[src/design/pse_pkg.sv]
// Shared types and codes for the postfix stack evaluator.
`timescale 1ns / 1ps
package pse_pkg;

  localparam int unsigned DataW  = 32;
  localparam int unsigned CmdW   = 3;
  localparam int unsigned StatW  = 2;
  localparam int unsigned DepthW = 7;

  typedef enum logic [CmdW-1:0] {
    CMD_PUSH = 3'd0,
    CMD_ADD  = 3'd1,
    CMD_SUB  = 3'd2,
    CMD_MUL  = 3'd3,
    CMD_DIV  = 3'd4,
    CMD_NEG  = 3'd5
  } cmd_e;

  typedef enum logic [StatW-1:0] {
    ST_OK    = 2'd0,
    ST_UNDER = 2'd1,
    ST_OVER  = 2'd2,
    ST_DIVZ  = 2'd3
  } status_e;

  // What one stack cell does in a cycle
  typedef enum logic [1:0] {
    CELL_HOLD      = 2'd0,
    CELL_TAKE_UP   = 2'd1,
    CELL_TAKE_DOWN = 2'd2
  } cell_op_e;

endpackage

[src/design/pse_cell.sv]
// One stack entry: holds its word or takes the word of a neighbour.
`timescale 1ns / 1ps
module pse_cell
  import pse_pkg::*;
(
  input  logic             clk_i,
  input  cell_op_e         op_i,
  input  logic [DataW-1:0] up_i,
  input  logic [DataW-1:0] down_i,
  output logic [DataW-1:0] data_o
);

  logic [DataW-1:0] data_q, data_d;

  always_comb begin
    case (op_i)
      CELL_TAKE_UP:   data_d = up_i;
      CELL_TAKE_DOWN: data_d = down_i;
      default:        data_d = data_q;
    endcase
  end

  always_ff @(posedge clk_i) begin
    data_q <= data_d;
  end

  assign data_o = data_q;

endmodule

[config.mk]
export PLATFORM = sky130hd
export DESIGN_NAME = pse_cell
export DESIGN_NICKNAME = d
export VERILOG_FILES = /design/src/design/pse_pkg.sv /design/src/design/pse_cell.sv
export SDC_FILE = /design/constraint.sdc
export NUM_CORES = 1
export LEC_CHECK = 0
export BUFFER_PORTS_ARGS = -buffer_cell sky130_fd_sc_hd__buf_2
export CORE_ASPECT_RATIO = 0.5
export CORE_MARGIN = 1.5
export CORE_UTILIZATION = 39
export CTS_BUF_LIST = sky130_fd_sc_hd__clkbuf_2 sky130_fd_sc_hd__clkbuf_4 sky130_fd_sc_hd__clkbuf_8
export CTS_CLUSTER_DIAMETER = 60
export DETAILED_ROUTE_END_ITERATION = 12
export PLACE_DENSITY = 0.76
export SKIP_LAST_GASP = 1
export SYNTH_ARGS = -nofsm -noshare
export SYNTH_HDL_FRONTEND = slang
export SYNTH_SLANG_ARGS = --single-unit
[constraint.sdc]
create_clock -name clk_i -period 1.5 [get_ports clk_i]
set_input_delay 0.15 -clock clk_i [delete_from_list [all_inputs] [get_ports clk_i]]
set_output_delay 0.15 -clock clk_i [all_outputs]
set_load 0.1 [all_outputs]
### Word-level counts from Yosys, hierarchy flattened

Index checks and enable logic that the tools add are counted.

* flip-flop bits (word level): 32
* output and inout port bits: 32

* eq/ne operators: 2
* reduce and logical (&&, ||, !) cells: 1
* multiplexer cells: 1

Operators with widths (count)
* $pmux 32 s2: 1
* $eq 2x1->1 const B: 1
* $eq 2x2->1 const B: 1
* $reduce_bool 2->1: 1

### Depth between registers and ports, before layout

* word-level depth: 2
* mapped depth: 5

### Worst setup path after synthesis

Ideal clock, no wire load.

* path type: input to register
* start point: in op_i[0]
* end point: reg data_q[0], in the netlist data_o[0] (enable)
* library setup time: 0.387 ns
* setup slack: 0.025 ns
* data required time: 1.113 ns
* arrival: 1.088 ns
* path buffers: 0
* cell stages on the path: 3
* cell sequence: inv_1 -> ha_1 -> inv_1

* longest elaborated chain between the ends: 2

Ends and longest elaborated chain
* start, declared: line pse_cell.sv:7 `input cell_op_e op_i,`
* $eq 2x2->1 / $eq 2x1->1 (equally long branches): line pse_cell.sv:16 `case (op_i)`
* $reduce_bool 2->1 (no source line) (*)
* end signal, assigned: line pse_cell.sv:24 `data_q <= data_d;`
* end, declared: line pse_cell.sv:13 `logic [DataW-1:0] data_q, data_d;`

Mark *: on every way between the ends. The rest lies on a longest branch, timed or not.
A chain may end at the register's enable or synchronous reset.

### Final worst setup path

* start point: reg data_q[20], in the netlist data_o[20]
* end point: out data_o[20]

RTL lines
* end, declared: line pse_cell.sv:10 `output logic [DataW-1:0] data_o`

No word-level cell between the ends.

==> flow_summary.yaml <==
status:
  run_status: "finished, final reports clean"
logic_synthesis:
  synthCells: 71
  ys_seq_area_share_pct: 63.00
  yosysMostFrequentCell: "edfxtp_1"
  yosys-top-cells-area: "edfxtp_1 (63%), mux2_4 (30%), buf_12 (3.9%), mux2_2 (1.5%), ha_1 (0.82%)"
  mappedNetlistArea_um2: 1525
  synth.ff_latch_count: 32
  yosysWarnings: 0
  async_flop_share_pct: 0
  synth-main-ff-cell: "edfxtp_1"
  yosysTopAreaCell: "edfxtp_1"
  ys_types: 7
  synth_area_per_cell_um2: 21.48
  synth_edf_count: 32
  synth_common_cells: "edfxtp_1 (32), mux2_4 (30), buf_12 (3)"
  syn-num-nets: 139
  yosysTopAreaCellShare_pct: 63.00
cts:
  cts_tree: "built"
  post_cts_buffers: 0
  clkSlewWorstSetupHoldPaths_ps: 70
  ctsHoldBuffers: 0
  numCtsBuffers: 5
  clockBufferDepth: 2
  cts_root_buf: "clkbuf_8"
  cts_resized: 0
  h-tree-depth: 2
  clock-sinks: 32
power_and_ir_drop:
  intPower_uw: 1908
  seqPwrFrac_pct: 35.3
  swShare_pct: 42.09
  power.switching_uw: 1387
  p_per_area_nw_per_um2: 1510
  combPwrFrac_pct: 40.1
  p_clk_share_pct: 24.5
  p_leak_uw: 0.001033
  ir_drop_mv: 0.6214
cells_and_area:
  regArea_um2: 960.9
  nFillCells: 295
  drive_above_1_share_pct: 80.68
  largest_reg_flops: 32
  multi_input_area_um2: 488.0
  final_area_um2: 2182
  antenna-diode-count: 0
  area_delta_synth_final_pct: 43.07
  nNetsFinal: 243
timing:
  post-route-period-util_pct: 79.07
  worst_slew_pin_slew_ps: 496.3
  max_slew_margin_pct: 67.14
  finalHoldViolations: 0
  fmax_mhz: 843.2
  slew_violations: 0
  rsz0062_at_grt: "false"
  tns_ps: 0
  fin_crit_ps: 1186
  finalSetupViolations: 0
detailed_routing:
  wl_um: 2836
  wire_per_inst_um: 12.49
  vias: 937
  vias_per_cell: 4.128
  drc_errors: 0
  drt_iter0_markers: 31
  antenna_left: 0
  drt_pass1_iterations: 2
setup_path:
  worstPathCellList: "buf_2"
  cp_max_fo: 1
  crit_family: "buffers and inverters"
  crit_buf_inv: 1
  worst_setup_path_end_kind: "primary output"
  slowest_stage: "buf_2"
  max_stage_delay_ps: 420
  worstPathArrival_ps: 1040
  crit_path_start_kind: "flop"
  critPathRequiredTime_ps: 1350
  crit_type: "reg2out"
global_routing:
  grt.overflow.total: 0
  use_met1_pct: 13.84
  grtUsageMet3_pct: 4.207
  grt_pass1_wl_um: 4140
  grt_max_degree: 33
  grt_pass1_vias: 945
  grt_antenna_before_repair: 0
  grt_usage_pct: 13.14
  use_met2_pct: 24.93
  busiest_layer: "met2"
die:
  die_y_um: 47.22
  io-pin-count: 99
  fp.dieW_um: 91.44
  rows: 15
  die_area_um2: 4318
  start_util_pct: 42.55
  coreArea_um2: 3585
worst_hold_path:
  hp-class: "in2reg"
placement:
  gp_congestion: 0.7100
  io_buffers: 98
  dp_hpwl_um: 2281
  place_area_um2: 2071
job:
  cap_violations: 0
-- final timing paths --
path,from,to,cells past startpoint
worst max-delay path,data_o[20]$_DFFE_PP_,data_o[20],1
worst min-delay path,up_i[24],data_o[24]$_DFFE_PP_,2
-- metrics by stage --
step / hold slack [ps] / utilization, % / std cells / setup slack (ps) / power, uW
3_3_place_gp: 450.4 / 57.77 / 219 / 214.9 / 2505
4_1_cts: 160.7 / 60.87 / 227 / 297.2 / 3326
3_5_place_dp: 453.2 / 57.77 / 219 / 188.5 / 2516
6_report: 170.0 / 60.87 / 227 / 314.0 / 3295
5_1_grt: 154.9 / 60.87 / 227 / 273.3 / 3400
2_1_floorplan: 367.5 / - / 71 / 25.28 / 2295
-- logic make-up (layout without fill, tap and decap cells) --
| group | after synthesis | count (layout) | synth area share, % |
|---|---|---|---|
| mux | 32 | 32 | 31.01 |
| flops | 32 | 32 | 63.00 |
| buf+inv | 6 | 111 | 5.168 |
| fa+ha+maj | 1 | 1 | 0.8202 |
-- power by group through the flow --
stage | Combinational (uW) | Sequential [uW] | Clock (uW)
finish | 1320 | 1160 | 809
floorplan | 173 | 2120 | 0
global route | 1360 | 1180 | 866
CTS | 1330 | 1170 | 828
global placement | 1320 | 1180 | 0
detailed placement | 1330 | 1180 | 0
-- per-layer routing --
layer	routed length, um	up-vias	share of wire [%]
li1	-	480	-
met1	1061	426	37
met2	1624	29	57
met3	128	2	4.5
met4	21	0	0.74
met5	0	-	0
-- area by class of cell --
class / count / share of cell area (%)
Inverter: 2 / 0.3440
Tap cell: 51 / 2.924
Clock inverter: 2 / 1.606
Timing Repair Buffer: 101 / 25.23
Clock buffer: 6 / 3.498
Sequential cell: 32 / 44.04
Multi-Input combinational cell: 33 / 22.36
-- layout by cell type, fill, tap and decap left out --
| cell type | netlist | layout |
|---|---|---|
| mux2_2 | 2 | 2 |
| clkbuf_4 | 0 | 1 |
| inv_1 | 2 | 2 |
| clkinv_2 | 0 | 1 |
| clkbuf_8 | 0 | 5 |
| edfxtp_1 | 32 | 32 |
| bufinv_16 | 0 | 1 |
| buf_12 | 3 | 3 |
| mux2_4 | 30 | 30 |
| buf_2 | 0 | 98 |
| ha_2 | 0 | 1 |
Power figures use the tool's default switching activity.
