## src/design/pse_pkg.sv

```systemverilog
// Shared types and codes for the postfix stack evaluator.
`timescale 1ns / 1ps
package pse_pkg;

  localparam int unsigned DataW  = 32;
  localparam int unsigned CmdW   = 3;
  localparam int unsigned StatW  = 2;
  localparam int unsigned DepthW = 7;

  typedef enum logic [CmdW-1:0] {
    CMD_PUSH = 3'd0,
    CMD_ADD  = 3'd1,
    CMD_SUB  = 3'd2,
    CMD_MUL  = 3'd3,
    CMD_DIV  = 3'd4,
    CMD_NEG  = 3'd5
  } cmd_e;

  typedef enum logic [StatW-1:0] {
    ST_OK    = 2'd0,
    ST_UNDER = 2'd1,
    ST_OVER  = 2'd2,
    ST_DIVZ  = 2'd3
  } status_e;

  // What one stack cell does in a cycle
  typedef enum logic [1:0] {
    CELL_HOLD      = 2'd0,
    CELL_TAKE_UP   = 2'd1,
    CELL_TAKE_DOWN = 2'd2
  } cell_op_e;

endpackage

```

## src/design/pse_div.sv

```systemverilog
// Signed 32-bit divider, truncating, one quotient bit per cycle.
`timescale 1ns / 1ps
module pse_div
  import pse_pkg::*;
(
  input  logic             clk_i,
  input  logic             rst_ni,
  input  logic             start_i,
  input  logic [DataW-1:0] dividend_i,
  input  logic [DataW-1:0] divisor_i,
  output logic             done_o,
  output logic [DataW-1:0] quotient_o
);

  localparam int unsigned CntW = $clog2(DataW);

  typedef enum logic {
    D_IDLE,
    D_RUN
  } dstate_e;

  dstate_e          state_q;
  logic [CntW-1:0]  cnt_q;
  logic             done_q;
  logic             neg_q;
  logic [DataW-1:0] rem_q, quo_q, den_q;

  logic [DataW:0]   rem_shift, diff;

  assign rem_shift = {rem_q, quo_q[DataW-1]};
  assign diff      = rem_shift - {1'b0, den_q};

  always_ff @(posedge clk_i or negedge rst_ni) begin
    if (!rst_ni) begin
      state_q <= D_IDLE;
      cnt_q   <= '0;
      done_q  <= 1'b0;
    end else begin
      done_q <= 1'b0;
      case (state_q)
        D_IDLE: begin
          if (start_i) begin
            state_q <= D_RUN;
            cnt_q   <= '0;
          end
        end
        D_RUN: begin
          cnt_q <= cnt_q + 1'b1;
          if (cnt_q == CntW'(DataW - 1)) begin
            state_q <= D_IDLE;
            done_q  <= 1'b1;
          end
        end
        default: state_q <= D_IDLE;
      endcase
    end
  end

  // Magnitudes are taken on start; the sign is restored on the way out
  always_ff @(posedge clk_i) begin
    if (state_q == D_IDLE && start_i) begin
      rem_q <= '0;
      quo_q <= dividend_i[DataW-1] ? (DataW'(0) - dividend_i) : dividend_i;
      den_q <= divisor_i[DataW-1] ? (DataW'(0) - divisor_i) : divisor_i;
      neg_q <= dividend_i[DataW-1] ^ divisor_i[DataW-1];
    end else if (state_q == D_RUN) begin
      if (!diff[DataW]) begin
        rem_q <= diff[DataW-1:0];
        quo_q <= {quo_q[DataW-2:0], 1'b1};
      end else begin
        rem_q <= rem_shift[DataW-1:0];
        quo_q <= {quo_q[DataW-2:0], 1'b0};
      end
    end
  end

  assign done_o     = done_q;
  assign quotient_o = neg_q ? (DataW'(0) - quo_q) : quo_q;

endmodule

```

## config.mk

```make
export PLATFORM = sky130hd
export DESIGN_NAME = pse_div
export DESIGN_NICKNAME = d
export VERILOG_FILES = /design/src/design/pse_pkg.sv /design/src/design/pse_div.sv
export SDC_FILE = /design/constraint.sdc
export NUM_CORES = 1
export LEC_CHECK = 0
export BUFFER_PORTS_ARGS = -buffer_cell sky130_fd_sc_hd__buf_2
export CORE_ASPECT_RATIO = 1.2
export CORE_MARGIN = 2
export CORE_UTILIZATION = 54
export DETAILED_ROUTE_END_ITERATION = 6
export PLACE_DENSITY = 0.78
export SLEW_MARGIN = 40
export SYNTH_ARGS = -nofsm -noshare
export SYNTH_HDL_FRONTEND = slang
export SYNTH_SLANG_ARGS = --single-unit
```

## constraint.sdc

```tcl
create_clock -name clk_i -period 2.9 [get_ports clk_i]
set_input_delay 0.29 -clock clk_i [delete_from_list [all_inputs] [get_ports clk_i]]
set_output_delay 0.29 -clock clk_i [all_outputs]
set_load 0.01 [all_outputs]
```

Word-level counts from Yosys, hierarchy flattened
Index checks and enable logic that the tools add are counted.
Cells by class
  $add $sub $neg: 5
  equal/unequal tests: 2
  mux-type cells: 14
  bitwise logic cells: 2
  reductions and logical operators: 2
Operators with widths (number)
  two-way mux 32 bit: 5
  subtractor 1 x 32 -> 32 bit, first input constant: 3
  subtractor 33 x 32 -> 33 bit: 1
  two-way mux 31 bit: 1
  case mux 5 bit (2 select lines): 1
  adder 5 x 1 -> 5 bit, second input constant: 1
  equality test 5 bit, second input constant: 1
  two-way mux 1 bit: 5
  two-way mux 5 bit: 1
  inequality test 2 bit, second input constant: 1
  case mux 1 bit (2 select lines): 1
  nonzero test 2 bit: 1
  logical AND 1 bit: 1
  inverter 1 bit: 1
  XOR 1 bit: 1
Word-level totals
  register bits: 104
  word-level logic and storage cells: 33

Logic depth before layout (Yosys ltp)
  depth in word-level cells: 4
  gate-level depth with buffers: 12
  mapped depth without buffers: 11

Least setup slack after synthesis
Ideal clock, no wire load.
  kind: register -> output
  start point: reg quo_q[0]
  end point: out quotient_o[28]
  arrival: 2.711 ns
  data required time: 2.610 ns
  setup slack: -0.101 ns
  cell stages (with the launch flop): 11
  cell sequence: edfxtp_1 > inv_1 > ha_1 > nor2b_1 > nand4_1 > or4_4 > or4_4 > or3_4 > nand2b_4 > o31ai_4 > xnor2_1
On the way
  word-level cells in the longest chain between the ends: 2
Ends and longest elaborated chain
  start, declared: line pse_div.sv:26  | logic [DataW-1:0] rem_q, quo_q, den_q;
  start signal, assigned: line pse_div.sv:63  | quo_q <= dividend_i[DataW-1] ? (DataW'(0) - dividend_i) : dividend_i;
  start signal, assigned: line pse_div.sv:69  | quo_q <= {quo_q[DataW-2:0], 1'b1};
  start signal, assigned: line pse_div.sv:72  | quo_q <= {quo_q[DataW-2:0], 1'b0};
  subtractor 1 x 32 -> 32 bit: line pse_div.sv:78  | assign quotient_o = neg_q ? (DataW'(0) - quo_q) : quo_q;
  two-way mux 32 bit: line pse_div.sv:78
  end, declared: line pse_div.sv:12  | output logic [DataW-1:0] quotient_o
Every way passes these cells.

Worst setup path in the final report
Ends and elaborated chain as after synthesis.

==> results.rst <==
.. list-table::
   :header-rows: 1

   * - Metric
     - Value
   * - Status
     - finished with violations
   * - Failing checks
     - setup timing
   * - Clock tree from TritonCTS
     - yes
   * - Number of cells produced by synthesis
     - 882
   * - Router iterations before antenna repair
     - 5
   * - Area of the core
     - 13900 sq um
   * - Number of buffer cells added on primary ports
     - 99
   * - Final Hold Fails
     - 0
   * - Total power consumption of the routed design
     - 9.86 mW
   * - Power density over the cells
     - 1030 nW/um^2
   * - Worst-skew pair later-pin latency
     - 0.36 ns
   * - Share of the clock period used by the worst path after layout
     - 125%
   * - Vias after detailed routing
     - 7243
   * - Routability-driven placement congestion ratio
     - 0.895
   * - Die area
     - 15300 sq um
   * - Yosys warning count
     - 0
   * - Commonest cells post-synth
     - sky130_fd_sc_hd__nand2_1, sky130_fd_sc_hd__o21ai_0, sky130_fd_sc_hd__xnor2_1, sky130_fd_sc_hd__edfxtp_1, sky130_fd_sc_hd__inv_1
   * - Worst Clk Skew
     - 0.0101 ns
   * - Share of synthesized area occupied by flip-flops and latches
     - 35.7%
   * - Largest stage delay, worst path
     - 0.46 ns
   * - Achievable frequency
     - 276 MHz
   * - Num ports
     - 100
   * - Number of clock sinks
     - 104
   * - CTS buffer count
     - 9
   * - Vert. Die Dim
     - 135 microns
   * - Avg Cell Area, Syn
     - 8.78 sq um
   * - Endpoint type of the worst setup path
     - output pin
   * - Antenna cells
     - 0
   * - Critical-path top delay cell
     - sky130_fd_sc_hd__or4_4
   * - Layout cells sized above 1
     - 25.2%
   * - WL final
     - 20.5 mm
   * - Utilization after layout
     - 69.1%
   * - RSZ-0062 raised after global routing
     - yes
   * - Std-Cell Rows
     - 47
   * - CP dominant cell by count
     - sky130_fd_sc_hd__or4_4
   * - Worst-Margin Slew
     - 0.693 ns
   * - Vias per Instance
     - 6.04
   * - Yosys top cell area share
     - 25.2%
   * - Cell breakdown of the critical path
     - inv_2, ha_4, nor2b_4, nand4_1, or4_4, or4_4, or3_4, nand2b_4, o31ai_4, xnor2_2, buf_2
   * - Worst setup slack after layout
     - -0.725 ns
   * - Post-layout nets
     - 1128
   * - P_leak
     - 3.88 nW
   * - Die width
     - 113 microns
   * - Signed area change from the synthesized netlist to the final layout
     - 23.9%
   * - Detailed-route DRC error count
     - 0
   * - Crit path time final
     - 3.62 ns
   * - Clock transition at the registers of the reported paths
     - 0.07 ns
   * - Worst-path maximum fanout
     - 3
   * - Antenna violation net count after detailed routing
     - 0
   * - Post-synth EDFFs
     - 65
   * - Classification of the worst-slack hold path
     - input port to register
   * - Critical path launch point type
     - register
   * - Post-synth top flop
     - sky130_fd_sc_hd__edfxtp_1
   * - Worst Path Arrival
     - 3.33 ns
   * - CTS Root Cell
     - sky130_fd_sc_hd__clkbuf_16
   * - Violation count after the first detailed-route iteration
     - 413
   * - HPWL after detailed placement
     - 14.0 mm
   * - Average detailed-routed wire length per instance
     - 17.1 microns
   * - Initial core utilization
     - 55.8%
   * - Total overflow reported by the global router
     - 0
   * - Wire length of the first global-routing pass
     - 31.9 mm
   * - Top cells by area, synth
     - sky130_fd_sc_hd__edfxtp_1, sky130_fd_sc_hd__xnor2_1, sky130_fd_sc_hd__dfxtp_1
   * - Summed area of non-filler cells in the final layout
     - 9590 sq um
   * - Worst endpoint required time
     - 2.61 ns
   * - Placed standard-cell area
     - 8700 sq um
   * - Setup CP Type
     - register to output pin
   * - Maximum buffer depth of the clock tree
     - 2
   * - Worst slew margin relative to its limit
     - 53.8%
   * - Synth area leader
     - sky130_fd_sc_hd__edfxtp_1
   * - Syn Std Cell Area
     - 7740 sq um
   * - Mapped Nets
     - 987
   * - Max Slew Vio Count
     - 0
   * - Number of unique standard cell types used by synthesis
     - 70
   * - Setup violation total in the final timing report
     - 15
   * - Worst supply voltage drop on vdd
     - 0.534 mV
   * - Pre-CTS WS
     - -0.285 ns
   * - Number of max-cap violations
     - 0
   * - Global-route total usage across every layer
     - 25.7%
   * - Post-synth ARST share
     - 6.73%
   * - Flip-flop and latch count after synthesis
     - 104
   * - Cell with the most instances after synthesis
     - sky130_fd_sc_hd__nand2_1
   * - Number of antenna violations at the first check in global routing
     - 0
   * - Largest net degree at the start of global routing
     - 61
   * - Via count of the first global-routing pass
     - 6814
   * - Count of H-tree levels built during CTS
     - 3
[sequential cells by signal (all words and copies together), names as in the netlist]
signal and cells:
done_o 1, den_q 32, rem_q 32, cnt_q 5, neg_q 1, state_q 1, quo_q 32
[power by group]
group / total, mW / internal, mW / switching (mW)
logic: 5.76 / 2.71 / 3.05
registers: 2.94 / 2.28 / 0.658
clock network: 1.16 / 0.586 / 0.572
total: 9.86 / 5.58 / 4.28
[logic make-up (layout without fill, tap and decap cells)]
kind of cell	after synthesis	count (layout)	synth area share, %
compound gates	257	257	22.2
xor+xnor	117	117	13.2
fa+ha+maj	38	38	6.24
buf+inv	95	241	4.67
flops	104	104	35.7
mux	7	7	0.905
simple gates	264	264	17.0
[placed cells by master, fill, tap and decap left out, types with 6 or more instances in the layout]
| cell | instances |
|---|---|
| sky130_fd_sc_hd__a21o_1 | 6 |
| sky130_fd_sc_hd__a21oi_1 | 33 |
| sky130_fd_sc_hd__a32oi_1 | 9 |
| sky130_fd_sc_hd__buf_2 | 99 |
| sky130_fd_sc_hd__buf_4 | 62 |
| sky130_fd_sc_hd__clkbuf_16 | 12 |
| sky130_fd_sc_hd__dfrtp_1 | 7 |
| sky130_fd_sc_hd__dfxtp_1 | 32 |
| sky130_fd_sc_hd__edfxtp_1 | 65 |
| sky130_fd_sc_hd__ha_1 | 30 |
| sky130_fd_sc_hd__inv_1 | 51 |
| sky130_fd_sc_hd__mux2i_1 | 7 |
| sky130_fd_sc_hd__nand2_1 | 109 |
| sky130_fd_sc_hd__nand2b_1 | 11 |
| sky130_fd_sc_hd__nand3_1 | 35 |
| sky130_fd_sc_hd__nand4_1 | 7 |
| sky130_fd_sc_hd__nor2_1 | 24 |
| sky130_fd_sc_hd__nor3_1 | 10 |
| sky130_fd_sc_hd__nor4_1 | 6 |
| sky130_fd_sc_hd__o211ai_1 | 8 |
| sky130_fd_sc_hd__o21ai_0 | 80 |
| sky130_fd_sc_hd__o21ai_1 | 10 |
| sky130_fd_sc_hd__o21bai_1 | 6 |
| sky130_fd_sc_hd__o311ai_0 | 8 |
| sky130_fd_sc_hd__o311ai_1 | 7 |
| sky130_fd_sc_hd__o31ai_1 | 24 |
| sky130_fd_sc_hd__o41ai_1 | 11 |
| sky130_fd_sc_hd__or3_1 | 8 |
| sky130_fd_sc_hd__or4_1 | 9 |
| sky130_fd_sc_hd__xnor2_1 | 72 |
| sky130_fd_sc_hd__xnor2_2 | 7 |
| sky130_fd_sc_hd__xor2_1 | 38 |
[per-stage QoR]
| step | setup TNS (ns) | cells | hold WS (ns) |
|---|---|---|---|
| finish | -7.50 | 1199 | 0.167 |
| floorplan | -0.0277 | 882 | -0.00559 |
| global placement | -1.63 | 1159 | 0.129 |
| detailed placement | -2.29 | 1159 | 0.130 |
| CTS | -7.71 | 1191 | 0.163 |
| global route | -8.76 | 1199 | 0.172 |
[routing by layer]
layer	GRT usage (%)	vias up	routed length (microns)	part of all wire (%)
li1	-	3530	-	-
met1	31.2	3407	8150	40
met2	45.3	261	10500	51
met3	3.45	45	1280	6.2
met4	11.6	0	561	2.7
met5	0	-	0	0
[critical path, delay by kind of cell (launching register included)]
family                   cells  cell delay, ns
flip-flops                   1            0.44
XOR/XNOR                     1            0.13
AO/OA/AOI/OAI                1            0.27
AND/OR/NAND/NOR              6            1.74
buffers and inverters        2            0.25
adder cells (fa/ha/maj)      1            0.13
[worst paths after layout]
check | startpoint | to | slack [ns] | cells past startpoint
worst min-delay path | divisor_i[0] | den_q[0]$_DFFE_PP_ | 0.17 | 1
min in group asynchronous | rst_ni | cnt_q[1]$_DFFE_PN0P_ | 0.29 | 2
worst max register to register | den_q[9]$_DFFE_PP_ | rem_q[11]$_SDFFE_PP0P_ | 0.06 | 10
worst min register to register | rem_q[3]$_SDFFE_PP0P_ | rem_q[3]$_SDFFE_PP0P_ | 0.49 | 2
worst max-delay path | quo_q[0]$_DFFE_PP_ | quotient_o[28] | -0.72 | 11
max in group asynchronous | rst_ni | cnt_q[0]$_DFFE_PN0P_ | 2.46 | 2
[repair_timing]
action / CTS / global route
gates cloned: 0 / 3
pin swaps: 10 / 18
setup buffers: 15 / 12
hold endpoints to repair: 7 / 0
hold buffers: 1 / 0
endpoints found under the setup margin: 17 / 49
gates resized for setup: 31 / 52
[area by class of cell]
| type | count | area (sq um) |
|---|---|---|
| Inverter | 53 | 199 |
| Fill cell | 1062 | 4290 |
| Clock inverter | 6 | 43.8 |
| Multi-Input combinational cell | 683 | 4990 |
| Tap cell | 171 | 214 |
| Timing Repair Buffer | 172 | 1140 |
| Clock buffer | 10 | 229 |
| Sequential cell | 104 | 2770 |
No activity file was read; power rests on OpenSTA's default activity.
